### config.mk
export PLATFORM = sky130hd
export DESIGN_NAME = zobrist_position_hash_top_flat
export DESIGN_NICKNAME = d
export VERILOG_FILES = /design/src/hdl/zph_pkg.sv /design/src/hdl/zph_if.sv /design/src/hdl/zobrist_position_hash_top.sv /design/src/flat_wrapper.sv
export SDC_FILE = /design/constraint.sdc
export NUM_CORES = 2
export LEC_CHECK = 0
export BUFFER_PORTS_ARGS = -buffer_cell sky130_fd_sc_hd__buf_2
export CAP_MARGIN = 20
export CELL_PAD_IN_SITES_DETAIL_PLACEMENT = 0
export CELL_PAD_IN_SITES_GLOBAL_PLACEMENT = 1
export CORE_ASPECT_RATIO = 1.4
export CORE_UTILIZATION = 42
export DETAILED_ROUTE_END_ITERATION = 10
export GPL_TIMING_DRIVEN = 0
export PLACE_DENSITY = 0.7
export SYNTH_ARGS = -nofsm -noshare
export SYNTH_HDL_FRONTEND = slang
export SYNTH_SLANG_ARGS = --single-unit
### constraint.sdc
create_clock -name clk -period 21.5 [get_ports clk]
set_input_delay 4.3 -clock clk [delete_from_list [all_inputs] [get_ports clk]]
set_output_delay 4.3 -clock clk [all_outputs]
set_load 0.02 [all_outputs]
### src/hdl/zph_pkg.sv
// ----------------------------------------------------------------------------
// zph_pkg: Zobrist position hash package
// Key table generation, key types and table layout constants.
// ----------------------------------------------------------------------------
package zph_pkg;

	localparam int KEY_COUNT    = 793;
	localparam int KIND_COUNT   = 6;
	localparam int SQUARE_COUNT = 64;
	localparam int GROUP_COUNT  = 2 * KIND_COUNT;
	localparam int CASTLE_BASE  = 768;
	localparam int CASTLE_COUNT = 16;
	localparam int PASSANT_BASE = 784;
	localparam int PASSANT_COUNT = 8;
	localparam int SIDE_BASE    = 792;
	localparam logic [31:0] GEN_SEED = 32'd1804289383;

	localparam int HASH_W    = 64;
	localparam int BOARD_W   = 64;
	localparam int CASTLE_W  = 4;
	localparam int PASSANT_W = 6;

	typedef logic [HASH_W-1:0]  key_t;
	typedef logic [BOARD_W-1:0] board_t;
	typedef logic [KEY_COUNT-1:0][HASH_W-1:0]     key_table_t;
	typedef logic [CASTLE_COUNT-1:0][HASH_W-1:0]  castle_keys_t;
	typedef logic [PASSANT_COUNT-1:0][HASH_W-1:0] passant_keys_t;

	// Build the key table in table order: xorshift32 draws, four 16-bit
	// draws to a word, three words ANDed to a key.
	function automatic key_table_t gen_key_table();
		key_table_t  t;
		logic [31:0] st;
		key_t        w;
		key_t        k;
		st = GEN_SEED;
		t  = '0;
		for (int i = 0; i < KEY_COUNT; i++) begin
			k = '1;
			for (int j = 0; j < 3; j++) begin
				w = '0;
				for (int d = 0; d < 4; d++) begin
					st = st ^ (st << 13);
					st = st ^ (st >> 17);
					st = st ^ (st << 5);
					w[16*d +: 16] = st[15:0];
				end
				k = k & w;
			end
			t[i] = k;
		end
		return t;
	endfunction

	localparam key_table_t KEY_TABLE = gen_key_table();

	function automatic castle_keys_t pick_castle_keys(key_table_t t);
		castle_keys_t c;
		for (int i = 0; i < CASTLE_COUNT; i++) begin
			c[i] = t[CASTLE_BASE + i];
		end
		return c;
	endfunction

	function automatic passant_keys_t pick_passant_keys(key_table_t t);
		passant_keys_t p;
		for (int i = 0; i < PASSANT_COUNT; i++) begin
			p[i] = t[PASSANT_BASE + i];
		end
		return p;
	endfunction

	localparam castle_keys_t  CASTLE_KEYS  = pick_castle_keys(KEY_TABLE);
	localparam passant_keys_t PASSANT_KEYS = pick_passant_keys(KEY_TABLE);
	localparam key_t          SIDE_KEY     = KEY_TABLE[SIDE_BASE];

endpackage

### src/hdl/zph_if.sv
// ----------------------------------------------------------------------------
// zph_if: Zobrist position hash channels
// Position channel and hash channel, valid/ready with payload.
// ----------------------------------------------------------------------------
interface zph_pos_if;
	import zph_pkg::*;

	logic                 valid;
	logic                 ready;
	board_t               piece_kind0_bits;
	board_t               piece_kind1_bits;
	board_t               piece_kind2_bits;
	board_t               piece_kind3_bits;
	board_t               piece_kind4_bits;
	board_t               piece_kind5_bits;
	board_t               white_bits;
	board_t               black_bits;
	logic [CASTLE_W-1:0]  castle_rights;
	logic [PASSANT_W-1:0] passant_square;
	logic                 black_to_move;

	modport source (
		output valid, piece_kind0_bits, piece_kind1_bits, piece_kind2_bits,
		       piece_kind3_bits, piece_kind4_bits, piece_kind5_bits,
		       white_bits, black_bits, castle_rights, passant_square, black_to_move,
		input  ready
	);
	modport sink (
		input  valid, piece_kind0_bits, piece_kind1_bits, piece_kind2_bits,
		       piece_kind3_bits, piece_kind4_bits, piece_kind5_bits,
		       white_bits, black_bits, castle_rights, passant_square, black_to_move,
		output ready
	);
endinterface

interface zph_hash_if;
	import zph_pkg::*;

	logic valid;
	logic ready;
	key_t position_hash;

	modport source (output valid, position_hash, input ready);
	modport sink (input valid, position_hash, output ready);
endinterface

### src/hdl/zobrist_position_hash_top.sv
// ----------------------------------------------------------------------------
// zobrist_position_hash_top: Zobrist position hash
// Three-stage AND-XOR pipeline over the fixed 793-entry key table.
// ----------------------------------------------------------------------------
// Usage:
//   pos  (sink)   : one chess position per transfer - six piece bitboards,
//                   two colour bitboards, castling rights, en-passant square
//                   and side to move.
//   hash (source) : one 64-bit Zobrist hash per position, in arrival order.
//   A pos transfer loads the select stage, then moves on through the
//   partial XOR stage to the final XOR stage, which drives hash.valid.
//   Throughput is one position per cycle while hash.ready is high; the
//   rate is set by the three register stages (select, 64-key partial XOR
//   per colour/kind group, final XOR), each of which takes a new item in
//   every cycle it is free.
//   Keys are constants built at elaboration, so the block is ready to run
//   as soon as reset is released; reset only clears the stage valid bits.
//   When the receiver stalls, the result holds in the last stage and each
//   earlier stage holds once the stage after it is full; empty stages
//   keep filling, so up to three positions are in flight. pos.ready drops
//   only when all three stages are full and hash.ready is low.
// ----------------------------------------------------------------------------
module zobrist_position_hash_top (
	input  logic           clk,
	input  logic           arst_n,
	zph_pos_if.sink        pos,
	zph_hash_if.source     hash
);
	import zph_pkg::*;

	// Stage 1: per colour/kind square selects, plus the small fields.
	logic                                   valid_s1;
	logic [GROUP_COUNT-1:0][BOARD_W-1:0]    sel_s1;
	logic [CASTLE_W-1:0]                    castle_s1;
	logic [PASSANT_W-1:0]                   passant_s1;
	logic                                   side_s1;

	// Stage 2: one partial hash per group, and one for castle/passant/side.
	logic                                   valid_s2;
	logic [GROUP_COUNT:0][HASH_W-1:0]       part_s2;

	// Stage 3: the finished hash, which is the output register.
	logic                                   valid_s3;
	key_t                                   hash_s3;

	logic                                   rdy_s1;
	logic                                   rdy_s2;
	logic                                   rdy_s3;

	logic [KIND_COUNT-1:0][BOARD_W-1:0]     kinds;
	logic [GROUP_COUNT-1:0][BOARD_W-1:0]    sel_d;
	logic [GROUP_COUNT:0][HASH_W-1:0]       part_d;
	key_t                                   hash_d;

	// A stage takes a new item when it is empty or its item moves on.
	assign rdy_s3    = !valid_s3 || hash.ready;
	assign rdy_s2    = !valid_s2 || rdy_s3;
	assign rdy_s1    = !valid_s1 || rdy_s2;
	assign pos.ready = rdy_s1;

	assign hash.valid         = valid_s3;
	assign hash.position_hash = hash_s3;

	// Mask each piece bitboard with each colour; white groups first.
	always_comb begin
		kinds[0] = pos.piece_kind0_bits;
		kinds[1] = pos.piece_kind1_bits;
		kinds[2] = pos.piece_kind2_bits;
		kinds[3] = pos.piece_kind3_bits;
		kinds[4] = pos.piece_kind4_bits;
		kinds[5] = pos.piece_kind5_bits;
		for (int p = 0; p < KIND_COUNT; p++) begin
			sel_d[p]              = kinds[p] & pos.white_bits;
			sel_d[KIND_COUNT + p] = kinds[p] & pos.black_bits;
		end
	end

	// XOR the keys of the selected squares, one group of 64 per partial.
	// The extra partial folds in castling, en-passant file and side keys.
	always_comb begin
		for (int g = 0; g < GROUP_COUNT; g++) begin
			part_d[g] = '0;
			for (int s = 0; s < SQUARE_COUNT; s++) begin
				if (sel_s1[g][s]) begin
					part_d[g] = part_d[g] ^ KEY_TABLE[g * SQUARE_COUNT + s];
				end
			end
		end
		part_d[GROUP_COUNT] = CASTLE_KEYS[castle_s1];
		if (passant_s1 != '0) begin
			part_d[GROUP_COUNT] = part_d[GROUP_COUNT] ^ PASSANT_KEYS[passant_s1[2:0]];
		end
		if (side_s1) begin
			part_d[GROUP_COUNT] = part_d[GROUP_COUNT] ^ SIDE_KEY;
		end
	end

	// Fold the partials into the final hash.
	always_comb begin
		hash_d = '0;
		for (int g = 0; g <= GROUP_COUNT; g++) begin
			hash_d = hash_d ^ part_s2[g];
		end
	end

	// Valid bits: advance when the stage is free, drop when the item leaves.
	always_ff @(posedge clk or negedge arst_n) begin
		if (!arst_n) begin
			valid_s1 <= 1'b0;
			valid_s2 <= 1'b0;
			valid_s3 <= 1'b0;
		end else begin
			if (rdy_s1) begin
				valid_s1 <= pos.valid;
			end
			if (rdy_s2) begin
				valid_s2 <= valid_s1;
			end
			if (rdy_s3) begin
				valid_s3 <= valid_s2;
			end
		end
	end

	// Payload: load with the stage, hold while it is stalled.
	always_ff @(posedge clk) begin
		if (rdy_s1 && pos.valid) begin
			sel_s1     <= sel_d;
			castle_s1  <= pos.castle_rights;
			passant_s1 <= pos.passant_square;
			side_s1    <= pos.black_to_move;
		end
		if (rdy_s2 && valid_s1) begin
			part_s2 <= part_d;
		end
		if (rdy_s3 && valid_s2) begin
			hash_s3 <= hash_d;
		end
	end

	// An item in stage 2 that may move on shows up at the output next cycle.
	a_s2_to_out: assert property (@(posedge clk) disable iff (!arst_n)
		(valid_s2 && rdy_s3) |=> hash.valid)
		else $error("stage 2 item did not reach the output");

	// A stalled stage 1 item holds its contents.
	a_s1_hold: assert property (@(posedge clk) disable iff (!arst_n)
		(valid_s1 && !rdy_s2) |=> (valid_s1 && $stable(sel_s1)
			&& $stable(castle_s1) && $stable(passant_s1) && $stable(side_s1)))
		else $error("stalled stage 1 item changed");

	// An empty first stage always takes input.
	a_s1_free: assert property (@(posedge clk) disable iff (!arst_n)
		!valid_s1 |-> pos.ready)
		else $error("input blocked with stage 1 empty");

	// An accepted position sits in stage 1 on the next cycle.
	a_in_to_s1: assert property (@(posedge clk) disable iff (!arst_n)
		(pos.valid && pos.ready) |=> valid_s1)
		else $error("accepted position lost at stage 1");

endmodule

### src/flat_wrapper.sv
// flat-port wrapper written by rule: the top's interface ports become plain ports
module zobrist_position_hash_top_flat import zph_pkg::*;
  (clk, arst_n, pos_valid, pos_piece_kind0_bits, pos_piece_kind1_bits, pos_piece_kind2_bits, pos_piece_kind3_bits, pos_piece_kind4_bits, pos_piece_kind5_bits, pos_white_bits, pos_black_bits, pos_castle_rights, pos_passant_square, pos_black_to_move, pos_ready, hash_valid, hash_position_hash, hash_ready);
  zph_pos_if pos_i ();
  zph_hash_if hash_i ();
  input  logic clk;
  input  logic arst_n;
  input wire logic [$bits(pos_i.valid)-1:0] pos_valid;
  input wire logic [$bits(pos_i.piece_kind0_bits)-1:0] pos_piece_kind0_bits;
  input wire logic [$bits(pos_i.piece_kind1_bits)-1:0] pos_piece_kind1_bits;
  input wire logic [$bits(pos_i.piece_kind2_bits)-1:0] pos_piece_kind2_bits;
  input wire logic [$bits(pos_i.piece_kind3_bits)-1:0] pos_piece_kind3_bits;
  input wire logic [$bits(pos_i.piece_kind4_bits)-1:0] pos_piece_kind4_bits;
  input wire logic [$bits(pos_i.piece_kind5_bits)-1:0] pos_piece_kind5_bits;
  input wire logic [$bits(pos_i.white_bits)-1:0] pos_white_bits;
  input wire logic [$bits(pos_i.black_bits)-1:0] pos_black_bits;
  input wire logic [$bits(pos_i.castle_rights)-1:0] pos_castle_rights;
  input wire logic [$bits(pos_i.passant_square)-1:0] pos_passant_square;
  input wire logic [$bits(pos_i.black_to_move)-1:0] pos_black_to_move;
  output wire logic [$bits(pos_i.ready)-1:0] pos_ready;
  output wire logic [$bits(hash_i.valid)-1:0] hash_valid;
  output wire logic [$bits(hash_i.position_hash)-1:0] hash_position_hash;
  input wire logic [$bits(hash_i.ready)-1:0] hash_ready;
  assign pos_i.valid = pos_valid;
  assign pos_i.piece_kind0_bits = pos_piece_kind0_bits;
  assign pos_i.piece_kind1_bits = pos_piece_kind1_bits;
  assign pos_i.piece_kind2_bits = pos_piece_kind2_bits;
  assign pos_i.piece_kind3_bits = pos_piece_kind3_bits;
  assign pos_i.piece_kind4_bits = pos_piece_kind4_bits;
  assign pos_i.piece_kind5_bits = pos_piece_kind5_bits;
  assign pos_i.white_bits = pos_white_bits;
  assign pos_i.black_bits = pos_black_bits;
  assign pos_i.castle_rights = pos_castle_rights;
  assign pos_i.passant_square = pos_passant_square;
  assign pos_i.black_to_move = pos_black_to_move;
  assign pos_ready = pos_i.ready;
  assign hash_valid = hash_i.valid;
  assign hash_position_hash = hash_i.position_hash;
  assign hash_i.ready = hash_ready;
  zobrist_position_hash_top u_core (.clk(clk), .arst_n(arst_n), .pos(pos_i), .hash(hash_i));
endmodule
# == Yosys cells after proc, flatten, opt, wreduce, memory -nomap -nowiden ==
# Memory sizes are Yosys's and may differ from the RTL's. A register that Yosys moved wholly into a read port is not among the register bits.
# Cells that the tools add are included.
# totals
wordCells,1602
input_bits,527
mem_bits_ro,1536
out_inout_bits,66
reg_bits,1678
mem_count,2
# memory_table
memory,words,word_bits,rd,rd_ports_with_merged_regs,wr,line_no,text
(name not given),16,64,1,1,0,zobrist_position_hash_top.sv:89,part_d[GROUP_COUNT] = CASTLE_KEYS[castle_s1];
(name not given),8,64,1,1,0,zobrist_position_hash_top.sv:91,part_d[GROUP_COUNT] = part_d[GROUP_COUNT] ^ PASSANT_KEYS[passant_s1[2:0]];
# classes
mux,774
magnitude_cmp,2
reduce_logical,10
bitwise,782
# ops
cell,count
two-way mux 64 bit,102
two-way mux 63 bit,79
two-way mux 62 bit,71
two-way mux 61 bit,64
two-way mux 60 bit,61
two-way mux 59 bit,50
two-way mux 57 bit,49
two-way mux 55 bit,41
two-way mux 58 bit,29
two-way mux 54 bit,28
two-way mux 52 bit,28
two-way mux 56 bit,25
two-way mux 53 bit,23
inverter 9 bit,106
inverter 8 bit,118
bitwise XOR 64 bit,13
inverter 11 bit,71
inverter 10 bit,78
bitwise AND 64 bit,12
inverter 7 bit,105
two-way mux 48 bit,14
two-way mux 49 bit,12
two-way mux 51 bit,11
two-way mux 50 bit,10
other kinds (52),368

# == Depth between registers and ports, before layout ==
# logic_depth
word_depth,127
mapped_depth,9
mapped_depth_nobuf,9

# == Worst setup path before layout ==
# No wires, ideal clock.
# synth_path
path_kind,input to register
from,in hash_ready
to,reg u_core.part_s2[0] (netlist name) (enable)
path_slack_ns,-2.867
setup_ns,1.306
t_arrival_ns,23.061
t_required_ns,20.194
path_stages,2
n_path_buf,0
cell_sequence,nand3b_1 -> and2_1
# synth_between
elab_chain_cells,3
# synth_rtl
item,line_no,text
"start, declared",flat_wrapper.sv:23,input wire logic [$bits(hash_i.ready)-1:0] hash_ready;
logical OR 1 bit,zobrist_position_hash_top.sv:56,assign rdy_s3 = !valid_s3 || hash.ready;
logical OR 1 bit,zobrist_position_hash_top.sv:57,assign rdy_s2 = !valid_s2 || rdy_s3;
logical AND 1 bit,zobrist_position_hash_top.sv:133,if (rdy_s2 && valid_s1) begin
"end signal, assigned",zobrist_position_hash_top.sv:134,part_s2 <= part_d;
"end, declared",zobrist_position_hash_top.sv:40,logic [GROUP_COUNT:0][HASH_W-1:0] part_s2;
# No other way between the ends.
# A chain may end at the register's enable or synchronous reset.

# == Final worst setup path ==
# layout_path
from,in hash_ready
to,out pos_ready
# layout_between
elab_chain_cells,3
# layout_rtl
item,line_no,text
logical OR 1 bit,zobrist_position_hash_top.sv:56,
logical OR 1 bit,zobrist_position_hash_top.sv:57,
logical OR 1 bit,zobrist_position_hash_top.sv:58,assign rdy_s1 = !valid_s1 || rdy_s2;
"end, declared",flat_wrapper.sv:20,output wire logic [$bits(pos_i.ready)-1:0] pos_ready;
# No other way between the ends.

==> impl_metrics.env <==
export IMPL_status="finished with violations"
export IMPL_violations="antenna rules"
export IMPL_layoutNonFillerInstCount=12203
export IMPL_cts_sinks=1748
export IMPL_max_freq_mhz=108.7
export IMPL_hold_path_class="flop to flop"
export IMPL_vias=66978
export IMPL_synth_area_per_cell_sq_um=12.84
export IMPL_start_kind="primary input"
export IMPL_nets=9248
export IMPL_synth_warnings=0
export IMPL_grt_first_pass_wirelength_microns=655900
export IMPL_cts_hold_buf=0
export IMPL_pin_count=593
export IMPL_io_buffers=592
export IMPL_fill_cells=21876
export IMPL_critPathArrivalTime_ns=4.90
export IMPL_ctsResizeCount=0
export IMPL_cp_depth=3
export IMPL_hold_violations=0
export IMPL_die_area_sq_um=242700
export IMPL_path_max_fanout=9
export IMPL_grt_max_degree=124
export IMPL_cpMostUsedCell="buf_2"
export IMPL_ys_top_cells_by_area="edfxtp_1 (50%), xnor2_1 (33%), xor2_1 (7.5%)"
export IMPL_reg2reg_to="u_core.sel_s1[682]"
export IMPL_drtIter0Drc=10289
export IMPL_r2r_setup_slack_ns=17.52
export IMPL_max_cap_viol_count=0
export IMPL_grt_remaining_overflow=0
export IMPL_end_kind="output port"
export IMPL_setup_viol=0
export IMPL_slowest_delay_ns=0.26
export IMPL_drive_above_1_share_pct=12.40
export IMPL_clk_latency_ns=0.90
export IMPL_cts_tree="yes"
export IMPL_synth_top_area_share_pct=49.66
export IMPL_max_slew_margin_pct=8.456
export IMPL_worstPathRequired_ns=17.20
export IMPL_endpoint="pos_ready"
export IMPL_first_pass_iters=8
export IMPL_skew_ns=0.06619
export IMPL_cts_inserted_buffers=187
export IMPL_rows=212
export IMPL_wl_per_cell_microns=43.51
export IMPL_dp_final_hpwl_microns=440100
export IMPL_place_congestion=1.140
export IMPL_hold_ws_ns=0.4030
export IMPL_timing_final_crit_period_ns=9.200
export IMPL_crit_path_top_delay_cell="nand4b_4"
export IMPL_final_area_sq_um=115800
export IMPL_synth_fp_nets=8410
export IMPL_drc=0
export IMPL_cts_setup_buffers=0
export IMPL_cp_top_family="buffers and inverters"
export IMPL_totalWireLength_microns=531000
export IMPL_slew_viol_final=0
export IMPL_dieWidth_microns=416.7
export IMPL_cts_root_buf="clkbuf_16"
export IMPL_via_per_inst=5.489
export IMPL_r2r_start="u_core.valid_s2"
export IMPL_dp_cells=11609
export IMPL_synth_edf_count=1672
export IMPL_worst_pin_slew_ns=1.363
export IMPL_antenna_found_initial=122
export IMPL_clock_tree_buffer_depth=4
export IMPL_async_reset_ff_share_pct=0.1716
export IMPL_yosys_area_top_type="edfxtp_1"
export IMPL_ant_nets=5
export IMPL_startpoint="hash_ready"
export IMPL_syn_inst=7875
export IMPL_netlist_area_sq_um=101100
export IMPL_period_share_pct=42.79
export IMPL_core_sq_um=238700
export IMPL_clkTransAtPathRegs_ns=0.06
export IMPL_placedInstanceArea_sq_um=108700
export IMPL_grt_pass1_vias=61344
export IMPL_path_cells="buf_2 -> nand4b_4 -> buf_2"
export IMPL_synth_ff_type="edfxtp_1"
export IMPL_ys_seq_elements=1748
export IMPL_cellPowerDensity_nw_per_um2=139.3
export IMPL_setup_tns_ns=0
export IMPL_rsz0062_at_grt="no"
export IMPL_reg2reg_depth=7
export IMPL_yosysUniqueCellTypes=51
export IMPL_start_util_pct=42.35
export IMPL_syn2layout_area_growth_pct=14.50
export IMPL_seq_area_frac_synth_pct=51.18
export IMPL_ir_worst_vdd_v=0.00008442
export IMPL_cp_num_buf_inv=2
export IMPL_die_h_microns=582.5
export IMPL_path_class="primary input to output port"
export IMPL_p_leak_nw=38.47
export IMPL_h_tree_depth=4
export IMPL_grt_use_total_pct=42.67
export IMPL_power_mw=16.13
placed cells by master, fill, tap and decap left out, drive strengths merged, types with 4 or more instances in the layout:
cell	count
xor2	869
nor2b	4
inv	21
and2	779
mux2i	9
nor2	26
xnor2	3854
dfxtp	73
nand2b	4
a21oi	12
nand2	36
diode	238
clkinv	66
o22ai	10
xnor3	8
and3	4
buf	791
clkbuf	544
o21ai	7
clkinvlp	9
bufinv	27
ha	8
edfxtp	1672
Yosys cell counts, types with 10 or more instances:
| library cell | n |
|---|---|
| edfxtp_1 | 1672 |
| a21oi_1 | 12 |
| nor2_1 | 26 |
| xnor2_1 | 3853 |
| inv_1 | 12 |
| buf_2 | 136 |
| clkbuf_1 | 315 |
| xor2_1 | 868 |
| and2_1 | 778 |
| nand2_1 | 35 |
| o22ai_1 | 10 |
| dfxtp_1 | 73 |
worst min-delay path by stage:
stage	start	endpoint	slack (ns)	cells past startpoint
finish	u_core.part_d[822]	u_core.part_s2[822]	0.40	0
global route	u_core.part_d[822]	u_core.part_s2[822]	0.41	0
CTS	u_core.part_d[822]	u_core.part_s2[822]	0.40	0
detailed placement	u_core.part_d[822]	u_core.part_s2[822]	0.39	0
global placement	u_core.part_d[789]	u_core.part_s2[789]	0.39	0
floorplan	u_core.part_d[770]	u_core.part_s2[770]	0.39	0
report_power, final:
group | switching [mW] | internal, mW | leakage (nW) | total (mW)
registers | 0.467 | 4.85 | 17.1 | 5.31
logic | 4.80 | 2.52 | 18.3 | 7.32
clock network | 1.51 | 1.99 | 3.08 | 3.49
total | 6.77 | 9.36 | 38.5 | 16.1
flip-flops by register name (all words and copies together) (netlist names), named ones only:
register,count
u_core.castle_s1,4
u_core.hash.position_hash,64
u_core.hash.valid,1
u_core.part_d,13
u_core.part_s2,829
u_core.passant_s1,6
u_core.sel_s1,768
u_core.side_s1,1
u_core.valid_s1,1
u_core.valid_s2,1
metrics by stage:
stage / utilization (%) / setup WS (ns)
3_5_place_dp: 45.54 / 12.31
2_1_floorplan: - / 0.7846
3_3_place_gp: 45.22 / -8.171
5_1_grt: 48.28 / 12.26
4_1_cts: 48.18 / 12.30
6_report: 48.49 / 12.30
logic make-up after synthesis:
| group | share of synthesized area, % |
|---|---|
| buffers and inverters | 1.955 |
| multiplexers | 0.1262 |
| AND/OR/NAND/NOR | 5.212 |
| flip-flops | 51.18 |
| XOR/XNOR | 41.14 |
| AO/OA/AOI/OAI | 0.2883 |
| adder cells (fa/ha/maj) | 0.09900 |
per-layer routing:
| layer | global-route usage, % | wire length [microns] |
|---|---|---|
| met5 | 0 | 277 |
| met4 | 30.53 | 39720 |
| met3 | 9.566 | 51810 |
| met2 | 61.83 | 229600 |
| met1 | 56.11 | 209500 |
area by class of cell:
cell class / count / area [sq um] / area share [%]
inverters: 13 / 56.30 / 0.04863
plain buffers: 458 / 1928 / 1.665
multi-input cells: 5656 / 47400 / 40.94
diodes: 238 / 595.6 / 0.5144
clock inverters: 110 / 1316 / 1.137
clock buffers: 228 / 5000 / 4.319
flip-flops and latches: 1748 / 51740 / 44.70
repair buffers: 649 / 3850 / 3.325
well taps: 3103 / 3882 / 3.354
Power figures use the tool's default switching activity.
